**src/sv/rsp_pkg.sv**
```systemverilog
// Package: shared types, codes and constants of the RGB status pattern engine.
`default_nettype none

package rsp_pkg;

	localparam int FIFO_DEPTH_DEF = 4;

	localparam int CFG_IDX_W  = 3;
	localparam int CFG_DATA_W = 12;

	typedef enum logic [3:0] {
		IND_NONE,
		IND_CONNECT,
		IND_PWR_DOWN,
		IND_REBOOT_REL,
		IND_ACCEPTED,
		IND_REJECTED,
		IND_NO_GNSS,
		IND_PUSHED,
		IND_RELEASE,
		IND_RST_FRAME,
		IND_RST_PROG
	} ind_t;

	typedef enum logic [CFG_IDX_W-1:0] {
		REG_LOOP_PERIOD,
		REG_MIN_SATS,
		REG_ON_TIME,
		REG_OFF_TIME,
		REG_GNSS_OFF,
		REG_RAMP_STEP
	} reg_idx_t;

	localparam logic [2:0] PWR_DOWN    = 3'd1;
	localparam logic [2:0] PWR_REBOOT  = 3'd2;
	localparam logic [2:0] PWR_HELD    = 3'd3;
	localparam logic [2:0] PWR_RELEASE = 3'd4;

	localparam logic [1:0] RST_FRAME = 2'd1;
	localparam logic [1:0] RST_PROG  = 2'd2;

	localparam logic [1:0] FS_ACCEPTED = 2'd1;
	localparam logic [1:0] FS_REJECTED = 2'd2;
	localparam logic [1:0] FS_NO_LINK  = 2'd3;

	localparam logic [15:0] DUTY_OFF   = 16'h0000;
	localparam logic [15:0] DUTY_FULL  = 16'hFFFF;
	localparam logic [15:0] DUTY_SOFT  = 16'h5FFF;
	localparam logic [15:0] RAMP_TOP   = 16'd63000;
	localparam logic [15:0] RAMP_BIG   = 16'd3000;
	localparam logic [15:0] RAMP_SMALL = 16'd1500;

	localparam logic [9:0]  LOOP_PERIOD_RST = 10'd10;
	localparam logic [5:0]  MIN_SATS_RST    = 6'd3;
	localparam logic [11:0] ON_TIME_RST     = 12'd50;
	localparam logic [11:0] OFF_TIME_RST    = 12'd1500;
	localparam logic [11:0] GNSS_OFF_RST    = 12'd2000;
	localparam logic [11:0] RAMP_STEP_RST   = 12'd10;
	localparam logic [11:0] ARM_CHANGE_MS   = 12'd1;

	typedef struct packed {
		logic [9:0]  loop_period_ms;
		logic [11:0] on_time_ms;
		logic [11:0] off_time_ms;
		logic [11:0] gnss_off_time_ms;
		logic [11:0] ramp_step_ms;
	} tim_cfg_t;

	typedef struct packed {
		logic empty;
		logic full;
	} q_st_t;

endpackage

`default_nettype wire

```
**src/sv/rsp_fifo.sv**
```systemverilog
// Indication queue between front end and pattern back end.
`default_nettype none

module rsp_fifo import rsp_pkg::*; #(
	parameter int DEPTH = FIFO_DEPTH_DEF
) (
	input  logic                       clk,
	input  logic                       arst_n,
	input  logic                       push,
	input  ind_t                       push_ind,
	input  logic                       pop,
	output ind_t                       pop_ind,
	output q_st_t                      q_st,
	output logic [$clog2(DEPTH+1)-1:0] level
);

	localparam int PTR_W = (DEPTH > 1) ? $clog2(DEPTH) : 1;
	localparam int CNT_W = $clog2(DEPTH+1);
	localparam logic [PTR_W-1:0] PTR_LAST = PTR_W'(DEPTH - 1);
	localparam logic [CNT_W-1:0] CNT_FULL = CNT_W'(DEPTH);

	ind_t             mem_q [DEPTH];
	logic [PTR_W-1:0] wr_ptr_q;
	logic [PTR_W-1:0] rd_ptr_q;
	logic [CNT_W-1:0] cnt_q;

	assign pop_ind    = mem_q[rd_ptr_q];
	assign q_st.empty = (cnt_q == '0);
	assign q_st.full  = (cnt_q == CNT_FULL);
	assign level      = cnt_q;

	always_ff @(posedge clk) begin
		if (push) begin
			mem_q[wr_ptr_q] <= push_ind;
		end
	end

	always_ff @(posedge clk or negedge arst_n) begin
		if (!arst_n) begin
			wr_ptr_q <= '0;
			rd_ptr_q <= '0;
			cnt_q    <= '0;
		end else begin
			if (push) begin
				wr_ptr_q <= (wr_ptr_q == PTR_LAST) ? '0 : wr_ptr_q + PTR_W'(1);
			end
			if (pop) begin
				rd_ptr_q <= (rd_ptr_q == PTR_LAST) ? '0 : rd_ptr_q + PTR_W'(1);
			end
			if (push && !pop) begin
				cnt_q <= cnt_q + CNT_W'(1);
			end else if (pop && !push) begin
				cnt_q <= cnt_q - CNT_W'(1);
			end
		end
	end

endmodule

`default_nettype wire

```
**config.mk**
```make
export PLATFORM = sky130hd
export DESIGN_NAME = rsp_fifo
export DESIGN_NICKNAME = d
export VERILOG_FILES = /design/src/sv/rsp_pkg.sv /design/src/sv/rsp_fifo.sv
export SDC_FILE = /design/constraint.sdc
export NUM_CORES = 1
export LEC_CHECK = 0
export BUFFER_PORTS_ARGS = -buffer_cell sky130_fd_sc_hd__clkbuf_2
export CORE_AREA = 2 2 47 49
export CTS_CLUSTER_DIAMETER = 30
export DETAILED_ROUTE_END_ITERATION = 8
export DIE_AREA = 0 0 49 51
export PLACE_DENSITY_LB_ADDON = 0.05
export SLEW_MARGIN = 20
export SYNTH_ARGS = -nofsm -noshare
export SYNTH_HDL_FRONTEND = slang
export SYNTH_SLANG_ARGS = --single-unit
```
**constraint.sdc**
```tcl
create_clock -name clk -period 1.88 [get_ports clk]
set_input_delay 0 -clock clk [delete_from_list [all_inputs] [get_ports clk]]
set_output_delay 0 -clock clk [all_outputs]
set_load 0.1 [all_outputs]
```
======== After elaboration in Yosys (flattened, before gate mapping) ========
Memory sizes are Yosys's and may differ from the RTL's.
Index checks and enable logic that the tools add are counted.
word-level totals
  output and inout bits ................... 9
  RAM bits ................................ 16
  flip-flop bits (word level) ............. 7
  memories kept ........................... 1
  logic and storage cells ................. 23
  bits of input ports ..................... 8
memories
  name   words  bits a word  read ports  clocked after memory_dff  wr ports  RTL line        source
  mem_q  4      4            1           0                         1         rsp_fifo.sv:22  ind_t mem_q [DEPTH];
cells by class
  mux-type cells .......................... 6
  reductions and logical operators ........ 6
  eq/ne operators ......................... 3
  $add $sub $neg .......................... 4
operators by type and width
  operator                                          number
  two-way mux 3 bit                                 2
  adder 2 x 1 -> 2 bit, second input constant       2
  == test 2 bit, second input constant              2
  two-way mux 2 bit                                 2
  adder 3 x 1 -> 3 bit, second input constant       1
  == test 3 bit, second input constant              1
  logical NOT 3 bit                                 1
  subtractor 3 x 1 -> 3 bit, second input constant  1
  logical AND 1 bit                                 2
  logical NOT 1 bit                                 2
  two-way mux 1 bit                                 2
  nonzero test 2 bit                                1

======== Longest topological paths before layout ========
  depth after elaboration ................. 4
  mapped depth ............................ 7
  mapped depth without buffers ............ 7

======== Worst setup path after synthesis ========
OpenSTA, ideal clock, no wires.
  path type ............................... register -> output
  start ................................... reg cnt_q[2], in the netlist level[2]
  end ..................................... out q_st[0] in the netlist's numbering
  stages on the path, launching flop included .. 2
  required time ........................... 1.880 ns
  buffers on the path ..................... 0
  slack ................................... -1.373 ns
  data arrival time ....................... 3.253 ns
  cell sequence ........................... dfrtp_1 > nor3b_1
RTL lines
  item                      RTL line        source
  start: declaration        rsp_fifo.sv:25  logic [CNT_W-1:0] cnt_q;
  start signal: assignment  rsp_fifo.sv:51  cnt_q <= cnt_q + CNT_W'(1);
  start signal: assignment  rsp_fifo.sv:53  cnt_q <= cnt_q - CNT_W'(1);
  end: declaration          rsp_fifo.sv:13  output q_st_t q_st,

======== Final worst setup path ========
  start ................................... reg rd_ptr_q[0]
  end ..................................... out pop_ind[3]
on the way
  word-level cells in the longest chain between the ends .. 1
ends and longest elaborated chain
  item                      RTL line        source
  start: declaration        rsp_fifo.sv:24  logic [PTR_W-1:0] rd_ptr_q;
  start signal: assignment  rsp_fifo.sv:48  rd_ptr_q <= (rd_ptr_q == PTR_LAST) ? '0 : rd_ptr_q + PTR_W'(1);
  memory (4 x 4 bit)        n/a
  end: declaration          rsp_fifo.sv:12  output ind_t pop_ind,
Every way passes these cells.

==> results.tsv <==
stage	metric	value	unit
outcome	run_status	finished, violations left	
outcome	failed_checks	hold timing	
floorplan	num_rows	17	
clock_network	cts_resized	0	
synth	synth_area	992.2	um^2
global_routing	grt-ovfl-total	0	
sta	skew	4.548	ps
finish	nFillCells	189	
sta	setup_viol_count_final	0	
synth	syn-mean-instance-area	17.11	um^2
sta	final-hold-violation-count	2	
clock_network	postCtsHoldBufs	6	
sta	final.period_utilization	93.82	%
floorplan	initial_utilization	48.09	%
sta	slew_violations	0	
routing	vias	528	
setup_path	worst-path-max-fanout	7	
global_routing	grt_pass1_wl	2442	um
clock_network	cts_sinks	23	
clock_network	clock_latency	300	ps
routing	post_drt_wl_per_cell	12.68	um
clock_network	cts_tree	built	
routing	ant_nets	0	
finish	final_nets	99	
place	place_congestion	0.7053	
synth	synth_compound_area_share	1.892	%
synth	ys_warn_count	0	
clock_network	root_buffer	clkbuf_4	
place	placed_area	1121	um^2
sta	fin_tns_setup	0	ps
finish	regArea	658.1	um^2
place	hpwl	1096	um
floorplan	die_y	51	um
sta	tightest_slew	545.1	ps
finish	design_area	1207	um^2
finish	multi_input_area	332.8	um^2
routing	drt_iter0_markers	1	
routing	drc_errors	0	
clock_network	postCtsSetupBuffers	0	
synth	synthSimpleGateAreaFrac	5.801	%
place	port_buffers	16	
finish	area_growth	21.69	%
setup_path	critical_path.startpoint_type	flip-flop	
hold_path	hp-class	in2reg	
floorplan	dieWidth	49	um
setup_path	crit_path_end_kind	output pin	
floorplan	die_area	2499	um^2
routing	via_per_inst	4.757	
synth	synth_top_family_by_area	multiplexers	
synth	synth_xor_area_share	2.648	%
sta	period_needed	1764	ps
clock_network	numCtsBuffers	3	
clock_network	cts_max_path_buffers	2	
run	cap_violations	0	
sta	grt_setup_unrepaired	false	
finish	drive_gt1_share	36.14	%
clock_network	htree_levels	1	
routing	drt-pass1-iter-count	2	
sta	fin_hold_ws	-2.720	ps
setup_path	worstPathArrival	1760	ps
setup_path	reg2reg_slack	470	ps
finish	insertedDiodeCount	0	
global_routing	first_global_vias	538	
sta	timing.fmax	566.9	MHz
global_routing	antenna_found_initial	0	
synth	synthCells	58	
floorplan	io_pins	17	
global_routing	grt_max_degree	13	
floorplan	coreArea	2063	um^2
synth	synth.yosys.seq_area_share	66.08	%
synth	synth.area.mux_share	11.35	%
global_routing	grt_usage	13.71	%
setup_path	path_class	reg2out	
sta	relSlewSlack	63.81	%
synth	syn_nets	73	
routing	wl	1408	um
setup_path	critPathRequiredTime	1880	ps
synth	ys_ff_latch	23	
synth	synth_cell_types	17	
clock_network	path_clk_slew	110	ps
synth	synth_adder_area_share	9.584	%
## cell families (layout without fill, tap and decap cells)
group / Yosys count / in the layout
fa+ha+maj: 7 / 7
xor+xnor: 3 / 3
mux: 6 / 6
simple gates: 11 / 11
flops: 23 / 23
compound gates: 3 / 3
buf+inv: 5 / 30
## metal layers
| metal | routed length [um] | track usage (%) | up-vias |
|---|---|---|---|
| met4 | 24 | 7.143 | 0 |
| li1 | - | - | 260 |
| met2 | 731 | 24.20 | 11 |
| met3 | 44 | 2.632 | 3 |
| met5 | 0 | 0 | - |
| met1 | 608 | 16.00 | 254 |
## final timing paths
path	startpoint	depth (start not counted)	endpoint
max	rd_ptr_q[0]$_DFFE_PN0P_	2	pop_ind[3]
min	push	2	wr_ptr_q[1]$_DFFE_PN0P_
max reg2reg	level[0]$_DFFE_PN0P_	4	level[2]$_DFFE_PN0P_
min reg2reg	level[2]$_DFFE_PN0P_	1	level[2]$_DFFE_PN0P_
max in group asynchronous	arst_n	2	level[0]$_DFFE_PN0P_
min in group asynchronous	arst_n	2	level[2]$_DFFE_PN0P_
## cells in the mapped netlist
cell type  count  area share, %
a21o_2         1           0.88
and2_1         4            2.5
buf_6          1            1.1
dfrtp_1        7             18
edfxtp_1      16             48
fa_1           1            2.0
ha_1           6            7.6
inv_1          4            1.5
mux2_2         2            2.3
mux4_2         4            9.1
nand2_1        2           0.76
nor2_1         2           0.76
nor3_1         2            1.0
nor3b_1        1           0.76
o21ai_0        2            1.0
xnor2_1        1           0.88
xor2_1         2            1.8
## flip-flops by register name, summed over array words and instances (netlist names)
register and count:
rd_ptr_q 2, wr_ptr_q 2, level 3, mem_q 16
## through the flow
stage	setup WS, ps	instances	utilization (%)
after floorplan	-84.58	58	-
after global placement	466.9	101	54.34
after detailed placement	453.1	101	54.34
after CTS	99.51	111	58.52
after global routing	47.01	111	58.52
final	116.1	111	58.52
## placed cells by master (no fill, tap or decap)
| cell | synthesis | layout |
|---|---|---|
| xnor2_1 | 1 | 1 |
| and2_1 | 4 | 4 |
| clkbuf_1 | 0 | 1 |
| dlygate4sd3_1 | 0 | 6 |
| clkbuf_4 | 0 | 3 |
| inv_1 | 4 | 4 |
| ha_1 | 6 | 6 |
| nor2_1 | 2 | 2 |
| a21o_2 | 1 | 1 |
| nor3_4 | 0 | 1 |
| nor3_1 | 2 | 1 |
| nand2_1 | 2 | 2 |
| clkbuf_2 | 0 | 16 |
| edfxtp_1 | 16 | 16 |
| mux4_2 | 4 | 4 |
| dfrtp_2 | 0 | 2 |
| o21ai_0 | 2 | 2 |
| fa_1 | 1 | 1 |
| dfrtp_1 | 7 | 5 |
| nor3b_4 | 0 | 1 |
| xor2_1 | 2 | 2 |
| mux2_2 | 2 | 2 |
## worst max-delay path, cell delays in order (launching register included)
cell and delay, ps:
dfrtp_1 540, mux4_2 540, clkbuf_2 380
## cell type report
cell class              count  share of cell area [%]
clock buffers               4                   2.176
inverters                   4                   1.244
multi-input cells          30                   27.56
flip-flops and latches     23                   54.51
well taps                  28                   2.902
repair buffers             22                   11.61
Power is not shown: default switching activity piles up to over one toggle a cycle in this logic, so the estimate is an artifact.
