==> src/sv/rsp_pkg.sv <==
// Package: shared types, codes and constants of the RGB status pattern engine.
`default_nettype none

package rsp_pkg;

	localparam int FIFO_DEPTH_DEF = 4;

	localparam int CFG_IDX_W  = 3;
	localparam int CFG_DATA_W = 12;

	typedef enum logic [3:0] {
		IND_NONE,
		IND_CONNECT,
		IND_PWR_DOWN,
		IND_REBOOT_REL,
		IND_ACCEPTED,
		IND_REJECTED,
		IND_NO_GNSS,
		IND_PUSHED,
		IND_RELEASE,
		IND_RST_FRAME,
		IND_RST_PROG
	} ind_t;

	typedef enum logic [CFG_IDX_W-1:0] {
		REG_LOOP_PERIOD,
		REG_MIN_SATS,
		REG_ON_TIME,
		REG_OFF_TIME,
		REG_GNSS_OFF,
		REG_RAMP_STEP
	} reg_idx_t;

	localparam logic [2:0] PWR_DOWN    = 3'd1;
	localparam logic [2:0] PWR_REBOOT  = 3'd2;
	localparam logic [2:0] PWR_HELD    = 3'd3;
	localparam logic [2:0] PWR_RELEASE = 3'd4;

	localparam logic [1:0] RST_FRAME = 2'd1;
	localparam logic [1:0] RST_PROG  = 2'd2;

	localparam logic [1:0] FS_ACCEPTED = 2'd1;
	localparam logic [1:0] FS_REJECTED = 2'd2;
	localparam logic [1:0] FS_NO_LINK  = 2'd3;

	localparam logic [15:0] DUTY_OFF   = 16'h0000;
	localparam logic [15:0] DUTY_FULL  = 16'hFFFF;
	localparam logic [15:0] DUTY_SOFT  = 16'h5FFF;
	localparam logic [15:0] RAMP_TOP   = 16'd63000;
	localparam logic [15:0] RAMP_BIG   = 16'd3000;
	localparam logic [15:0] RAMP_SMALL = 16'd1500;

	localparam logic [9:0]  LOOP_PERIOD_RST = 10'd10;
	localparam logic [5:0]  MIN_SATS_RST    = 6'd3;
	localparam logic [11:0] ON_TIME_RST     = 12'd50;
	localparam logic [11:0] OFF_TIME_RST    = 12'd1500;
	localparam logic [11:0] GNSS_OFF_RST    = 12'd2000;
	localparam logic [11:0] RAMP_STEP_RST   = 12'd10;
	localparam logic [11:0] ARM_CHANGE_MS   = 12'd1;

	typedef struct packed {
		logic [9:0]  loop_period_ms;
		logic [11:0] on_time_ms;
		logic [11:0] off_time_ms;
		logic [11:0] gnss_off_time_ms;
		logic [11:0] ramp_step_ms;
	} tim_cfg_t;

	typedef struct packed {
		logic empty;
		logic full;
	} q_st_t;

endpackage

`default_nettype wire

==> src/sv/rsp_ifs.sv <==
// Interfaces: status input, duty result and register write channels.
`default_nettype none


interface rsp_out_if;
	logic        valid;
	logic        ready;
	logic [15:0] red_out;
	logic [15:0] green_out;
	logic [15:0] blue_out;
	logic [3:0]  indication;

	modport source (output valid, red_out, green_out, blue_out, indication, input ready);
	modport sink (input valid, red_out, green_out, blue_out, indication, output ready);
endinterface


`default_nettype wire

==> src/sv/rsp_back.sv <==
// Back end: millisecond timer, pattern sequencer and duty/result registers.
`default_nettype none

module rsp_back import rsp_pkg::*; (
	input  logic       clk,
	input  logic       arst_n,
	input  tim_cfg_t   tcfg,
	input  q_st_t      q_st,
	input  ind_t       pop_ind,
	output logic       pop,
	rsp_out_if.source  result
);

	ind_t        prev_q;
	logic        blink_q;
	logic [1:0]  colour_q;
	logic [15:0] ramp_q;
	logic [11:0] left_q;
	logic        run_q;
	logic        exp_q;
	logic [15:0] red_q;
	logic [15:0] grn_q;
	logic [15:0] blu_q;
	ind_t        ind_q;
	logic        valid_q;

	logic        blink_d;
	logic [1:0]  colour_d;
	logic [15:0] ramp_d;
	logic [11:0] left_d;
	logic        run_d;
	logic        exp_d;
	logic [15:0] red_d;
	logic [15:0] grn_d;
	logic [15:0] blu_d;
	logic        changed;
	logic        timed;
	logic        fire;
	logic [11:0] loop_ms;
	logic [15:0] step;
	logic [16:0] ramp_sum;
	logic [11:0] dark_ms;
	logic        red_ramp;

	assign pop               = !q_st.empty && (!valid_q || result.ready);
	assign result.valid      = valid_q;
	assign result.red_out    = red_q;
	assign result.green_out  = grn_q;
	assign result.blue_out   = blu_q;
	assign result.indication = ind_q;

	assign loop_ms  = {2'b00, tcfg.loop_period_ms};
	assign changed  = (pop_ind != prev_q);
	assign timed    = (pop_ind >= IND_CONNECT) && (pop_ind <= IND_NO_GNSS);
	assign step     = (pop_ind == IND_NO_GNSS) ? RAMP_SMALL : RAMP_BIG;
	assign dark_ms  = (pop_ind == IND_NO_GNSS) ? tcfg.gnss_off_time_ms : tcfg.off_time_ms;
	assign red_ramp = (pop_ind != IND_ACCEPTED);
	assign ramp_sum = {1'b0, ramp_q} + {1'b0, step};

	always_comb begin
		blink_d  = blink_q;
		colour_d = colour_q;
		ramp_d   = ramp_q;
		left_d   = left_q;
		run_d    = run_q;
		exp_d    = exp_q;
		red_d    = red_q;
		grn_d    = grn_q;
		blu_d    = blu_q;
		fire     = 1'b0;

		if (run_q) begin
			if (left_q <= loop_ms) begin
				left_d = '0;
				run_d  = 1'b0;
				exp_d  = 1'b1;
			end else begin
				left_d = left_q - loop_ms;
			end
		end

		if (timed) begin
			if (changed) begin
				exp_d  = 1'b0;
				left_d = ARM_CHANGE_MS;
				run_d  = 1'b1;
				if (pop_ind >= IND_ACCEPTED) begin
					ramp_d = '0;
				end
				if (pop_ind == IND_REBOOT_REL) begin
					colour_d = '0;
				end
			end
			if (exp_d) begin
				exp_d = 1'b0;
				fire  = 1'b1;
			end
		end

		unique case (pop_ind) inside
			IND_PWR_DOWN, IND_CONNECT: begin
				if (fire) begin
					run_d = 1'b1;
					if (blink_q) begin
						blink_d = 1'b0;
						red_d   = DUTY_FULL;
						grn_d   = (pop_ind == IND_PWR_DOWN) ? DUTY_FULL : DUTY_OFF;
						blu_d   = DUTY_OFF;
						left_d  = tcfg.on_time_ms;
					end else begin
						blink_d = 1'b1;
						red_d   = DUTY_OFF;
						grn_d   = DUTY_OFF;
						blu_d   = DUTY_OFF;
						left_d  = tcfg.off_time_ms;
					end
				end
			end
			IND_REBOOT_REL: begin
				if (fire) begin
					red_d = DUTY_OFF;
					grn_d = DUTY_OFF;
					blu_d = DUTY_OFF;
					if (colour_d == 2'd0) begin
						colour_d = 2'd1;
						red_d    = DUTY_FULL;
					end else if (colour_d == 2'd1) begin
						colour_d = 2'd2;
						grn_d    = DUTY_FULL;
					end else begin
						colour_d = 2'd0;
						blu_d    = DUTY_FULL;
					end
				end
			end
			IND_ACCEPTED, IND_REJECTED, IND_NO_GNSS: begin
				if (fire) begin
					run_d = 1'b1;
					if (blink_q) begin
						if (ramp_d < RAMP_TOP) begin
							ramp_d = ramp_sum[15:0];
							red_d  = red_ramp ? ramp_sum[15:0] : DUTY_OFF;
							grn_d  = red_ramp ? DUTY_OFF : ramp_sum[15:0];
							blu_d  = DUTY_OFF;
							left_d = tcfg.ramp_step_ms;
						end else begin
							ramp_d  = '0;
							red_d   = DUTY_SOFT;
							grn_d   = DUTY_FULL;
							blu_d   = DUTY_SOFT;
							left_d  = tcfg.on_time_ms;
							blink_d = 1'b0;
						end
					end else begin
						blink_d = 1'b1;
						red_d   = DUTY_OFF;
						grn_d   = DUTY_OFF;
						blu_d   = DUTY_OFF;
						left_d  = dark_ms;
					end
				end
			end
			IND_RST_FRAME: begin
				red_d = DUTY_FULL;
				grn_d = DUTY_FULL;
				blu_d = DUTY_OFF;
			end
			IND_RST_PROG: begin
				red_d = DUTY_FULL;
				grn_d = DUTY_FULL;
				blu_d = DUTY_FULL;
			end
			IND_PUSHED: begin
				red_d = DUTY_OFF;
				grn_d = DUTY_OFF;
				blu_d = DUTY_FULL;
			end
			IND_RELEASE: begin
				red_d = DUTY_SOFT;
				grn_d = DUTY_FULL;
				blu_d = DUTY_SOFT;
			end
			default: begin
				red_d = DUTY_OFF;
				grn_d = DUTY_OFF;
				blu_d = DUTY_OFF;
			end
		endcase
	end

	always_ff @(posedge clk or negedge arst_n) begin
		if (!arst_n) begin
			prev_q   <= IND_NONE;
			blink_q  <= 1'b0;
			colour_q <= '0;
			ramp_q   <= '0;
			left_q   <= '0;
			run_q    <= 1'b0;
			exp_q    <= 1'b0;
			red_q    <= '0;
			grn_q    <= '0;
			blu_q    <= '0;
			valid_q  <= 1'b0;
		end else begin
			if (pop) begin
				prev_q   <= pop_ind;
				blink_q  <= blink_d;
				colour_q <= colour_d;
				ramp_q   <= ramp_d;
				left_q   <= left_d;
				run_q    <= run_d;
				exp_q    <= exp_d;
				red_q    <= red_d;
				grn_q    <= grn_d;
				blu_q    <= blu_d;
				valid_q  <= 1'b1;
			end else if (result.ready) begin
				valid_q  <= 1'b0;
			end
		end
	end

	always_ff @(posedge clk) begin
		if (pop) begin
			ind_q <= pop_ind;
		end
	end

endmodule

`default_nettype wire

==> src/flat_wrapper.sv <==
// flat-port wrapper written by rule: the top's interface ports become plain ports
module rsp_back_flat import rsp_pkg::*;
  (clk, arst_n, tcfg, q_st, pop_ind, pop, result_valid, result_red_out, result_green_out, result_blue_out, result_indication, result_ready);
  rsp_out_if result_i ();
  input  logic clk;
  input  logic arst_n;
  input  tim_cfg_t tcfg;
  input  q_st_t q_st;
  input  ind_t pop_ind;
  output logic pop;
  output wire logic [$bits(result_i.valid)-1:0] result_valid;
  output wire logic [$bits(result_i.red_out)-1:0] result_red_out;
  output wire logic [$bits(result_i.green_out)-1:0] result_green_out;
  output wire logic [$bits(result_i.blue_out)-1:0] result_blue_out;
  output wire logic [$bits(result_i.indication)-1:0] result_indication;
  input wire logic [$bits(result_i.ready)-1:0] result_ready;
  assign result_valid = result_i.valid;
  assign result_red_out = result_i.red_out;
  assign result_green_out = result_i.green_out;
  assign result_blue_out = result_i.blue_out;
  assign result_indication = result_i.indication;
  assign result_i.ready = result_ready;
  rsp_back u_core (.clk(clk), .arst_n(arst_n), .tcfg(tcfg), .q_st(q_st), .pop_ind(pop_ind), .pop(pop), .result(result_i));
endmodule
==> config.mk <==
export PLATFORM = sky130hd
export DESIGN_NAME = rsp_back_flat
export DESIGN_NICKNAME = d
export VERILOG_FILES = /design/src/sv/rsp_pkg.sv /design/src/sv/rsp_ifs.sv /design/src/sv/rsp_back.sv /design/src/flat_wrapper.sv
export SDC_FILE = /design/constraint.sdc
export NUM_CORES = 1
export LEC_CHECK = 0
export BUFFER_PORTS_ARGS = -buffer_cell sky130_fd_sc_hd__buf_2
export CAP_MARGIN = 5
export CORE_ASPECT_RATIO = 1.5
export CORE_UTILIZATION = 43
export CTS_BUF_LIST = sky130_fd_sc_hd__clkbuf_4 sky130_fd_sc_hd__clkbuf_8
export DETAILED_ROUTE_END_ITERATION = 8
export PLACE_DENSITY = 0.66
export SYNTH_ARGS = -nofsm -noshare
export SYNTH_HDL_FRONTEND = slang
export SYNTH_SLANG_ARGS = --single-unit
==> constraint.sdc <==
create_clock -name clk -period 6.15 [get_ports clk]
set_input_delay 0.3075 -clock clk [delete_from_list [all_inputs] [get_ports clk]]
set_output_delay 0.3075 -clock clk [all_outputs]
set_load 0.1 [all_outputs]
# After elaboration in Yosys (flattened, before gate mapping)
# Cells that the tools add are included.
dict set report totals {
  regBits 90
  latchBits 0
  ramBits 0
  rom_bits 0
  in_bits 67
  output_inout_bits 54
  elab_cells 126
  n_memories 0
}
dict set report op_classes {
  add_sub_neg 2
  multipliers 0
  div_mod_pow 0
  n_lt_le_gt_ge 5
  eq_ne 16
  n_shift 0
  n_mux 75
  n_bitwise 0
  n_reduce_logical 16
}
# op n
set ops {}
lappend ops {{$mux W16} 30}
lappend ops {{$pmux W16 S5} 2}
lappend ops {{$mux W12} 11}
lappend ops {{$pmux W16 S4} 1}
lappend ops {{$mux W15} 2}
lappend ops {{$pmux W12 S2} 1}
lappend ops {{$mux W1} 20}
lappend ops {{$add A16 B16 Y16} 1}
lappend ops {{$eq A4 B3 Y1 const B} 4}
lappend ops {{$lt A16 B16 Y1 const B} 1}
lappend ops {{$mux W2} 7}
lappend ops {{$eq A4 B4 Y1 const B} 3}
lappend ops {{$le A12 B10 Y1} 1}
lappend ops {{$sub A12 B10 Y12} 1}
lappend ops {{$eq A4 B2 Y1 const B} 2}
lappend ops {{$reduce_and A4 Y1} 2}
lappend ops {{$ne A2 B1 Y1 const B} 3}
lappend ops {{$reduce_or A2 Y1} 3}
lappend ops {{$reduce_or A3 Y1} 2}
lappend ops {{$reduce_or A5 Y1} 1}
lappend ops {{$eq A4 B1 Y1 const B} 1}
lappend ops {{$ge A4 B1 Y1 const B} 1}
lappend ops {{$ge A4 B3 Y1 const B} 1}
lappend ops {{$le A4 B3 Y1 const B} 1}
lappend ops {{other kinds (9)} 12}

# Longest topological paths before layout
# Gate-level depths: netlist of run 1.
dict set report logic_depth {
  word_depth 9
  mapped_depth 16
  mapped_depth_nobuf 12
}

# Least setup slack after synthesis of run 1
# No wires, ideal clock.
dict set report synth_path {
  path_kind {input port to flip-flop}
  start {input port pop_ind[3]}
  end {register u_core.red_q[14] (netlist: u_core.result.red_out[14])}
  setup_time_ns 0.126
  arrival_time_ns 3.109
  t_required_ns 6.024
  path_slack_ns 2.915
  cell_stages 16
  path_buffers 4
  cell_sequence {clkbuf_1 nand4bb_1 clkbuf_1 inv_1 clkbuf_1 buf_2 ha_1 inv_1 ha_1 nor2b_1 o21ai_0 a31oi_1 nor3_1 xnor2_1 nor2_1 a221o_1}
}
dict set report synth_via {
  elab_chain_len 9
  elab_cells_between_ends 43
  classes_between {add/sub: 1; order compare: 4; eq/ne: 14; mux: 18; reduce/logical: 6}
}
# element line_no
set synth_lines {}
lappend synth_lines {{start: declaration} flat_wrapper.sv:9} ;# input ind_t pop_ind;
lappend synth_lines {{$ge A4 B3 Y1} rsp_back.sv:87} ;# if (pop_ind >= IND_ACCEPTED) begin
lappend synth_lines {{$mux W16} rsp_back.sv:87}
lappend synth_lines {{$mux W16} rsp_back.sv:83} ;# if (changed) begin
lappend synth_lines {{$mux W16} rsp_back.sv:82} ;# if (timed) begin
lappend synth_lines {{$lt A16 B16 Y1} rsp_back.sv:140} ;# if (ramp_d < RAMP_TOP) begin
lappend synth_lines {{$mux W16} rsp_back.sv:140}
lappend synth_lines {{$mux W16} rsp_back.sv:139} ;# if (blink_q) begin
lappend synth_lines {{$mux W16} rsp_back.sv:137} ;# if (fire) begin
lappend synth_lines {{$pmux W16 S5} rsp_back.sv:100} ;# unique case (pop_ind) inside
lappend synth_lines {{end signal: assignment} rsp_back.sv:213} ;# red_q <= red_d;
lappend synth_lines {{end: declaration} rsp_back.sv:21} ;# logic [15:0] red_q;
# Parallel ways exist; a longest one is shown, timed or not. The select of a mux whose other input is x is not followed.
# A chain may end at the register's enable or synchronous reset.

# Worst setup path after layout of run 1
dict set report layout_path {
  start {register u_core.left_q[0]}
  end {register u_core.red_q[11] (netlist: u_core.result.red_out[11])}
}
dict set report layout_via {
  elab_chain_len 9
  elab_cells_between_ends 11
  classes_between {order compare: 1; eq/ne: 3; mux: 6; reduce/logical: 1}
}
# element line_no
set layout_lines {}
lappend layout_lines {{start: declaration} rsp_back.sv:18} ;# logic [11:0] left_q;
lappend layout_lines {{start signal: assignment} rsp_back.sv:210} ;# left_q <= left_d;
lappend layout_lines {{$le A12 B10 Y1 (*)} rsp_back.sv:73} ;# if (left_q <= loop_ms) begin
lappend layout_lines {{$mux W1 (*)} rsp_back.sv:73}
lappend layout_lines {{$mux W1 (*)} rsp_back.sv:72} ;# if (run_q) begin
lappend layout_lines {{$mux W1 (*)} rsp_back.sv:83}
lappend layout_lines {{$mux W1 (*)} rsp_back.sv:82}
lappend layout_lines {{$mux W1 (*)} rsp_back.sv:94} ;# if (exp_d) begin
lappend layout_lines {{$mux W1 (*)} rsp_back.sv:82}
lappend layout_lines {{$ne A2 B1 Y1 (no line)} n/a}
lappend layout_lines {{$reduce_and A4 Y1 (no line) (*)} n/a}
# Every way passes the cells marked *; elsewhere a longest branch is shown, timed or not. The select of a mux whose other input is x is not followed.

==> results of run 1 <==
## routing by layer
metal	global-route usage, %	part of all wire (%)	up-vias
met4	12.1	3.5	0
li1	-	-	2619
met1	31.3	39	2694
met5	0	0	-
met3	5.12	4.9	46
met2	48.3	53	198
## Yosys cell counts (all sizes together) (9+ instances only)
cell / instances
a21oi: 64
dfrtp: 72
nor2: 30
nand2: 100
xor2: 12
a31oi: 10
nor3: 13
and3: 9
o21ai: 69
buf: 23
nand2b: 9
xnor2: 11
mux2i: 14
nand3: 11
o211ai: 13
inv: 27
a211oi: 10
mux2: 11
clkbuf: 33
ha: 14
## sequential cells by signal, indices dropped and copies added (netlist names)
name / count
u_core.result.valid: 1
u_core.run_q: 1
u_core.blink_q: 1
u_core.colour_q: 2
u_core.result.red_out: 16
u_core.result.indication: 4
u_core.ramp_q: 16
u_core.left_q: 12
u_core.result.green_out: 16
u_core.exp_q: 1
u_core.result.blue_out: 2
u_core.prev_q: 4
## cells in the final DEF (no fill, tap or decap), types with 11 or more instances in the layout
cell | Yosys | routed
dfrtp_1 | 72 | 72
nand2_1 | 100 | 100
ha_1 | 14 | 14
nor3_1 | 13 | 13
xnor2_1 | 11 | 11
nor2_1 | 29 | 29
inv_1 | 27 | 27
o211ai_1 | 13 | 13
o21ai_0 | 61 | 61
xor2_1 | 12 | 12
nand3_1 | 11 | 11
mux2i_1 | 14 | 14
a21oi_1 | 64 | 64
buf_2 | 4 | 119
## cell type report
type / instances / area (µm²) / area share (%)
multi-input cells: 515 / 3230 / 51.2
clock buffers: 13 / 160 / 2.54
well taps: 156 / 195 / 3.09
repair buffers: 127 / 656 / 10.4
clock inverters: 3 / 46.3 / 0.733
flip-flops and latches: 76 / 1920 / 30.4
inverters: 28 / 105 / 1.66
## per-stage QoR
| step | cell area [µm²] | std cells | worst slack [ns] | total power (µW) | hold WS, ns |
|---|---|---|---|---|---|
| after floorplan | 5550 | 675 | 2.92 | 1370 | 0.0119 |
| after global placement | 6110 | 902 | 2.73 | 1560 | 0.464 |
| after detailed placement | 6110 | 902 | 2.65 | 1570 | 0.469 |
| after CTS | 6310 | 918 | 2.63 | 1980 | 0.0843 |
| after global routing | 6310 | 918 | 2.40 | 2100 | 0.0962 |
| final | 6310 | 918 | 2.61 | 1980 | 0.0989 |
## worst min path at each step
stage | cells after the start | endpoint | start | slack [ns]
floorplan | 0 | u_core.blink_q$_DFFE_PN0P_ | arst_n | 0.01
global placement | 2 | u_core.result.green_out[0]$_DFFE_PN0P_ | u_core.result.green_out[0]$_DFFE_PN0P_ | 0.46
detailed placement | 2 | u_core.result.red_out[0]$_DFFE_PN0P_ | u_core.result.red_out[0]$_DFFE_PN0P_ | 0.47
CTS | 2 | u_core.result.valid$_DFFE_PN0P_ | q_st[1] | 0.08
global route | 2 | u_core.result.valid$_DFFE_PN0P_ | q_st[1] | 0.1
finish | 2 | u_core.result.valid$_DFFE_PN0P_ | q_st[1] | 0.1
## power by group
group / switching, µW / internal [µW] / leakage (µW)
clock: 192 / 213 / 0.000104
combinational: 663 / 275 / 0.00186
sequential: 69.1 / 565 / 0.00101
## critical path: cells and delay by family, from the launching register on
family          cells  cell delay [ns]
compound gates      5             1.73
simple gates        2             0.55
buf+inv             2             0.22
fa+ha+maj           2             0.61
flops               1             0.36
## logic make-up (layout without fill, tap and decap cells)
| logic type | Yosys count | count (layout) |
|---|---|---|
| AOI/OAI and AO/OA | 239 | 239 |
| DFF | 76 | 76 |
| buffers and inverters | 84 | 171 |
| xor gates and xnor gates | 23 | 23 |
| muxes | 25 | 25 |
| and+or+nand+nor | 213 | 213 |
| adders and majority gates | 15 | 15 |
==> results.sh, run 1 <==
export IMPL_core_um2=12500
export IMPL_die_h_um=141
export IMPL_cp_required_ns=6.45
export IMPL_cp_max_fo=34
export IMPL_crit_type="register to register"
export IMPL_finalSetupTns_ns=0
export IMPL_maxSlewHeadroom_pct=24.5
export IMPL_initial_utilization_pct=44.3
export IMPL_synth_edf_count=4
export IMPL_syn_num_nets=757
export IMPL_dpl_hpwl_um=13100
export IMPL_synthDominantCellAreaShare_pct=32.5
export IMPL_drive_above_1_share_pct=21.5
export IMPL_synth_top_family_by_area="compound AO/OA/AOI/OAI gates"
export IMPL_ys_types=67
export IMPL_r2r_cells=11
export IMPL_grtUsageTotal_pct=27.3
export IMPL_vias_per_cell=6.05
export IMPL_grt_max_degree=73
export IMPL_yosys_most_used_dff="dfrtp_1"
export IMPL_slew_viol_final=0
export IMPL_clk_pin_slew_ns=0.08
export IMPL_tritoncts="done"
export IMPL_pin_count=121
export IMPL_hold_buffers=0
export IMPL_vias=5557
export IMPL_critPathCapture="u_core.result.red_out[11]$_DFFE_PN0P_"
export IMPL_diodes=0
export IMPL_grt_pass1_vias=5511
export IMPL_rrSetupSlack_ns=2.61
export IMPL_cts_setup_buffers=0
export IMPL_synth_area_leaders="dfrtp_1 32%, nand2_1 6.8%, a21oi_1 5.8%, o21ai_0 5.5%, ha_1 3.2%"
export IMPL_fp_row_count=50
export IMPL_cpPeakStageDelay_ns=0.71
export IMPL_nNetsFinal=839
export IMPL_grt_pass1_wl_um=28100
export IMPL_cp_arrival_ns=3.84
export IMPL_power_density_nw_per_um2=313
export IMPL_wirelength_um=17500
export IMPL_ctsLongestPathBuffers=2
export IMPL_timing_fmax_mhz=282
export IMPL_syn2layout_area_growth_pct=13.8
export IMPL_wl_per_cell_um=19.1
export IMPL_synthSimpleGateAreaFrac_pct=18.8
export IMPL_cts_root_buffer="clkbuf_8"
export IMPL_endpoint_kind="register"
export IMPL_worstSkewPairLatency_ns=0.37
export IMPL_first_pass_iters=7
export IMPL_ant_nets=0
export IMPL_critPathSlowestCell="a221o_1"
export IMPL_muxShareOfSynthArea_pct=4.83
export IMPL_gp_congestion=0.894
export IMPL_cts_made_buffers=9
export IMPL_leakage_uw=0.00297
export IMPL_cts_resized=0
export IMPL_rsz0062_at_grt="no"
export IMPL_ir_worst_vdd_mv=0.166
export IMPL_cpMostUsedCell="inv_1"
export IMPL_maxCapViolCount=0
export IMPL_synthAdderAreaFrac_pct=3.52
export IMPL_min_period_ns=3.54
export IMPL_dieWidth_um=94.7
export IMPL_synthesis_area_um2=5550
export IMPL_hold_violations=0
export IMPL_r2r_end="u_core.result.red_out[11]$_DFFE_PN0P_"
export IMPL_grt_antenna_before_repair=0
export IMPL_synth_xor_area_share_pct=3.63
export IMPL_drc=0
export IMPL_synth_compound_area_share_pct=27.4
export IMPL_cts_sinks=76
export IMPL_fillCellCount=1257
export IMPL_ys_warnings_count=0
export IMPL_reg2reg_from="u_core.left_q[0]$_DFFE_PN0P_"
export IMPL_status="finished clean"
export IMPL_die_area_um2=13400
export IMPL_cp_startpoint="u_core.left_q[0]$_DFFE_PN0P_"
export IMPL_setup_viol=0
export IMPL_syn_inst=675
export IMPL_yosysSeqAreaShare_pct=34.6
export IMPL_path_cells="inv_1, ha_1, inv_1, fa_1, nand3_1, a21oi_1, o211ai_1, o2111ai_1, a221o_1, nor4_1, a211o_1"
export IMPL_avgSynthCellArea_um2=8.22
export IMPL_grt_overflow=0
export IMPL_skew_ns=0.0123
export IMPL_detail_route_iter0_violations=359
export IMPL_ys_seq_elements=76
export IMPL_io_buffers=119
export IMPL_finish_utilization_pct=50.5
export IMPL_synth_area_leader_cell="dfrtp_1"
export IMPL_worst_setup_path_start_kind="register"
export IMPL_tightest_slew_ns=1.13
export IMPL_hold_path_class="input pin to register"
export IMPL_htree_num_levels=3
export IMPL_synth_async_reset_ratio_pct=94.7
export IMPL_min_period_over_period_pct=57.6
Power figures use the tool's default switching activity.
==> run 2, diff against run 1 <==
PLACE_DENSITY = 0.68   (was 0.66)
clock period = 3.2 ns   (was 6.15 ns; I/O delays follow)
==> run 2 against run 1 <==
  * Critical path depth did not move
  * First-iteration DRC count is 9.2% higher
  * Die area unchanged
  * Largest cell class unchanged
==> results.sh, run 2 (synthesized netlist as in run 1, its figures left out) <==
export IMPL_regArea_um2=1920
export IMPL_r2r_cells=11
export IMPL_crit_type="register to register"
export IMPL_timing_fmax_mhz=329
export IMPL_leakage_uw=0.00308
export IMPL_power_density_nw_per_um2=591
export IMPL_cp_arrival_ns=3.34
export IMPL_status="finished clean"
export IMPL_wl_per_cell_um=19.2
export IMPL_detail_route_iter0_violations=392
export IMPL_grt_pass1_vias=5549
export IMPL_min_period_ns=3.04
export IMPL_fp_row_count=50
export IMPL_grt_max_degree=50
export IMPL_setup_viol=0
export IMPL_first_pass_iters=5
export IMPL_min_from="result_ready"
export IMPL_hold_path_class="input pin to register"
export IMPL_dpl_hpwl_um=13500
export IMPL_core_um2=12500
export IMPL_drc=0
export IMPL_r2r_end="u_core.ramp_q[8]$_DFFE_PN0P_"
export IMPL_htree_num_levels=3
export IMPL_hold_violations=0
export IMPL_dieWidth_um=94.7
export IMPL_grt_overflow=0
export IMPL_cts_root_buffer="clkbuf_8"
export IMPL_endpoint_kind="register"
export IMPL_nNetsFinal=864
export IMPL_finish_utilization_pct=51.9
export IMPL_wirelength_um=18000
export IMPL_gp_congestion=0.954
export IMPL_diodes=0
export IMPL_tightest_slew_ns=0.659
export IMPL_min_to="u_core.result.valid$_DFFE_PN0P_"
export IMPL_rsz0062_at_grt="no"
export IMPL_worst_setup_path_start_kind="register"
export IMPL_ir_worst_vdd_mv=0.314
export IMPL_maxCapViolCount=0
export IMPL_power_uw=3840
export IMPL_initial_utilization_pct=44.3
export IMPL_grt_antenna_before_repair=0
export IMPL_hold_depth=3
export IMPL_cp_required_ns=3.50
export IMPL_ctsLongestPathBuffers=2
export IMPL_cp_max_fo=6
export IMPL_cts_made_buffers=9
export IMPL_pin_count=121
export IMPL_skew_ns=0.0131
export IMPL_die_h_um=141
export IMPL_min_period_over_period_pct=95.0
export IMPL_slew_viol_final=0
export IMPL_clk_pin_slew_ns=0.08
export IMPL_layout_commonest_cell="buf_2"
export IMPL_maxSlewHeadroom_pct=56.0
export IMPL_vias=5678
export IMPL_fillCellCount=1242
export IMPL_drive_above_1_share_pct=23.8
export IMPL_final_cell_mix="119 x buf_2, 100 x nand2_1, 72 x dfrtp_1"
export IMPL_multi_input_area_um2=3250
export IMPL_cts_sinks=76
export IMPL_finalSetupTns_ns=0
export IMPL_vias_per_cell=6.03
export IMPL_syn2layout_area_growth_pct=17.0
export IMPL_grt_pass1_wl_um=28400
export IMPL_io_buffers=119
export IMPL_die_area_um2=13400
export IMPL_rrSetupSlack_ns=0.16
export IMPL_reg2reg_from="u_core.left_q[0]$_DFFE_PN0P_"
export IMPL_ant_nets=0
export IMPL_grtUsageTotal_pct=27.6
export IMPL_worstSkewPairLatency_ns=0.36
export IMPL_tritoncts="done"
[run 2: through the flow]
step,std cells,setup WS [ns],instance area [µm²],hold slack [ns]
finish,941,0.161,6490,0.0735
global route,941,0.0130,6490,0.0956
CTS,939,0.158,6460,0.0758
floorplan,675,0.113,5550,-0.136
global placement,923,0.258,6270,0.159
detailed placement,923,0.186,6270,0.175
[run 2: cell type report]
type	count	share of cell area [%]
inverter	28	1.62
clock inverter	3	0.617
clock buffer	11	2.14
timing repair buffer	151	13.0
sequential	76	29.6
multi-input combinational	516	50.1
tap	156	3.01
[run 2: what timing repair did]
action                                 CTS  global route
setup buffers                            0             1
endpoints found under the hold margin   24             0
hold buffers                             2             0
resized for setup                        0             3
setup endpoints to repair                0            30
[run 2: worst max-delay path by stage]
stage                                 start                               endpoint  cells past startpoint
2_1_floorplan                    pop_ind[3]  u_core.result.red_out[14]$_DFFE_PN0P_                     16
6_report       u_core.left_q[0]$_DFFE_PN0P_           u_core.ramp_q[8]$_DFFE_PN0P_                     11
3_3_place_gp   u_core.left_q[0]$_DFFE_PN0P_   u_core.result.red_out[8]$_DFFE_PN0P_                     11
3_5_place_dp   u_core.left_q[0]$_DFFE_PN0P_  u_core.result.red_out[10]$_DFFE_PN0P_                     11
4_1_cts        u_core.left_q[0]$_DFFE_PN0P_   u_core.result.red_out[7]$_DFFE_PN0P_                     11
5_1_grt        u_core.left_q[0]$_DFFE_PN0P_           u_core.ramp_q[8]$_DFFE_PN0P_                     11
[run 2: metal layers]
metal	routed length [µm]	track usage [%]	vias up
met2	9430	48.4	217
li1	-	-	2665
met3	855	3.78	43
met5	0	0	-
met4	538	11.2	0
met1	7210	33.3	2753
[run 2: where the power goes]
part	switching [µW]	total (µW)	leakage (µW)	internal (µW)
Sequential	130	1220	0.00101	1090
Combinational	1310	1890	0.00197	584
Clock	361	728	0.0000959	367
Total	1800	3840	0.00308	2040
[run 2: worst max-delay path, cell delays in order, from the launching register on]
cell and delay (ns):
dfrtp_1 0.37, inv_1 0.16, ha_1 0.21, inv_1 0.06, fa_1 0.39, nand3_1 0.14
a21oi_1 0.11, o211a_1 0.33, a211o_1 0.41, or3b_1 0.52, a21oi_1 0.18, a21o_1 0.10
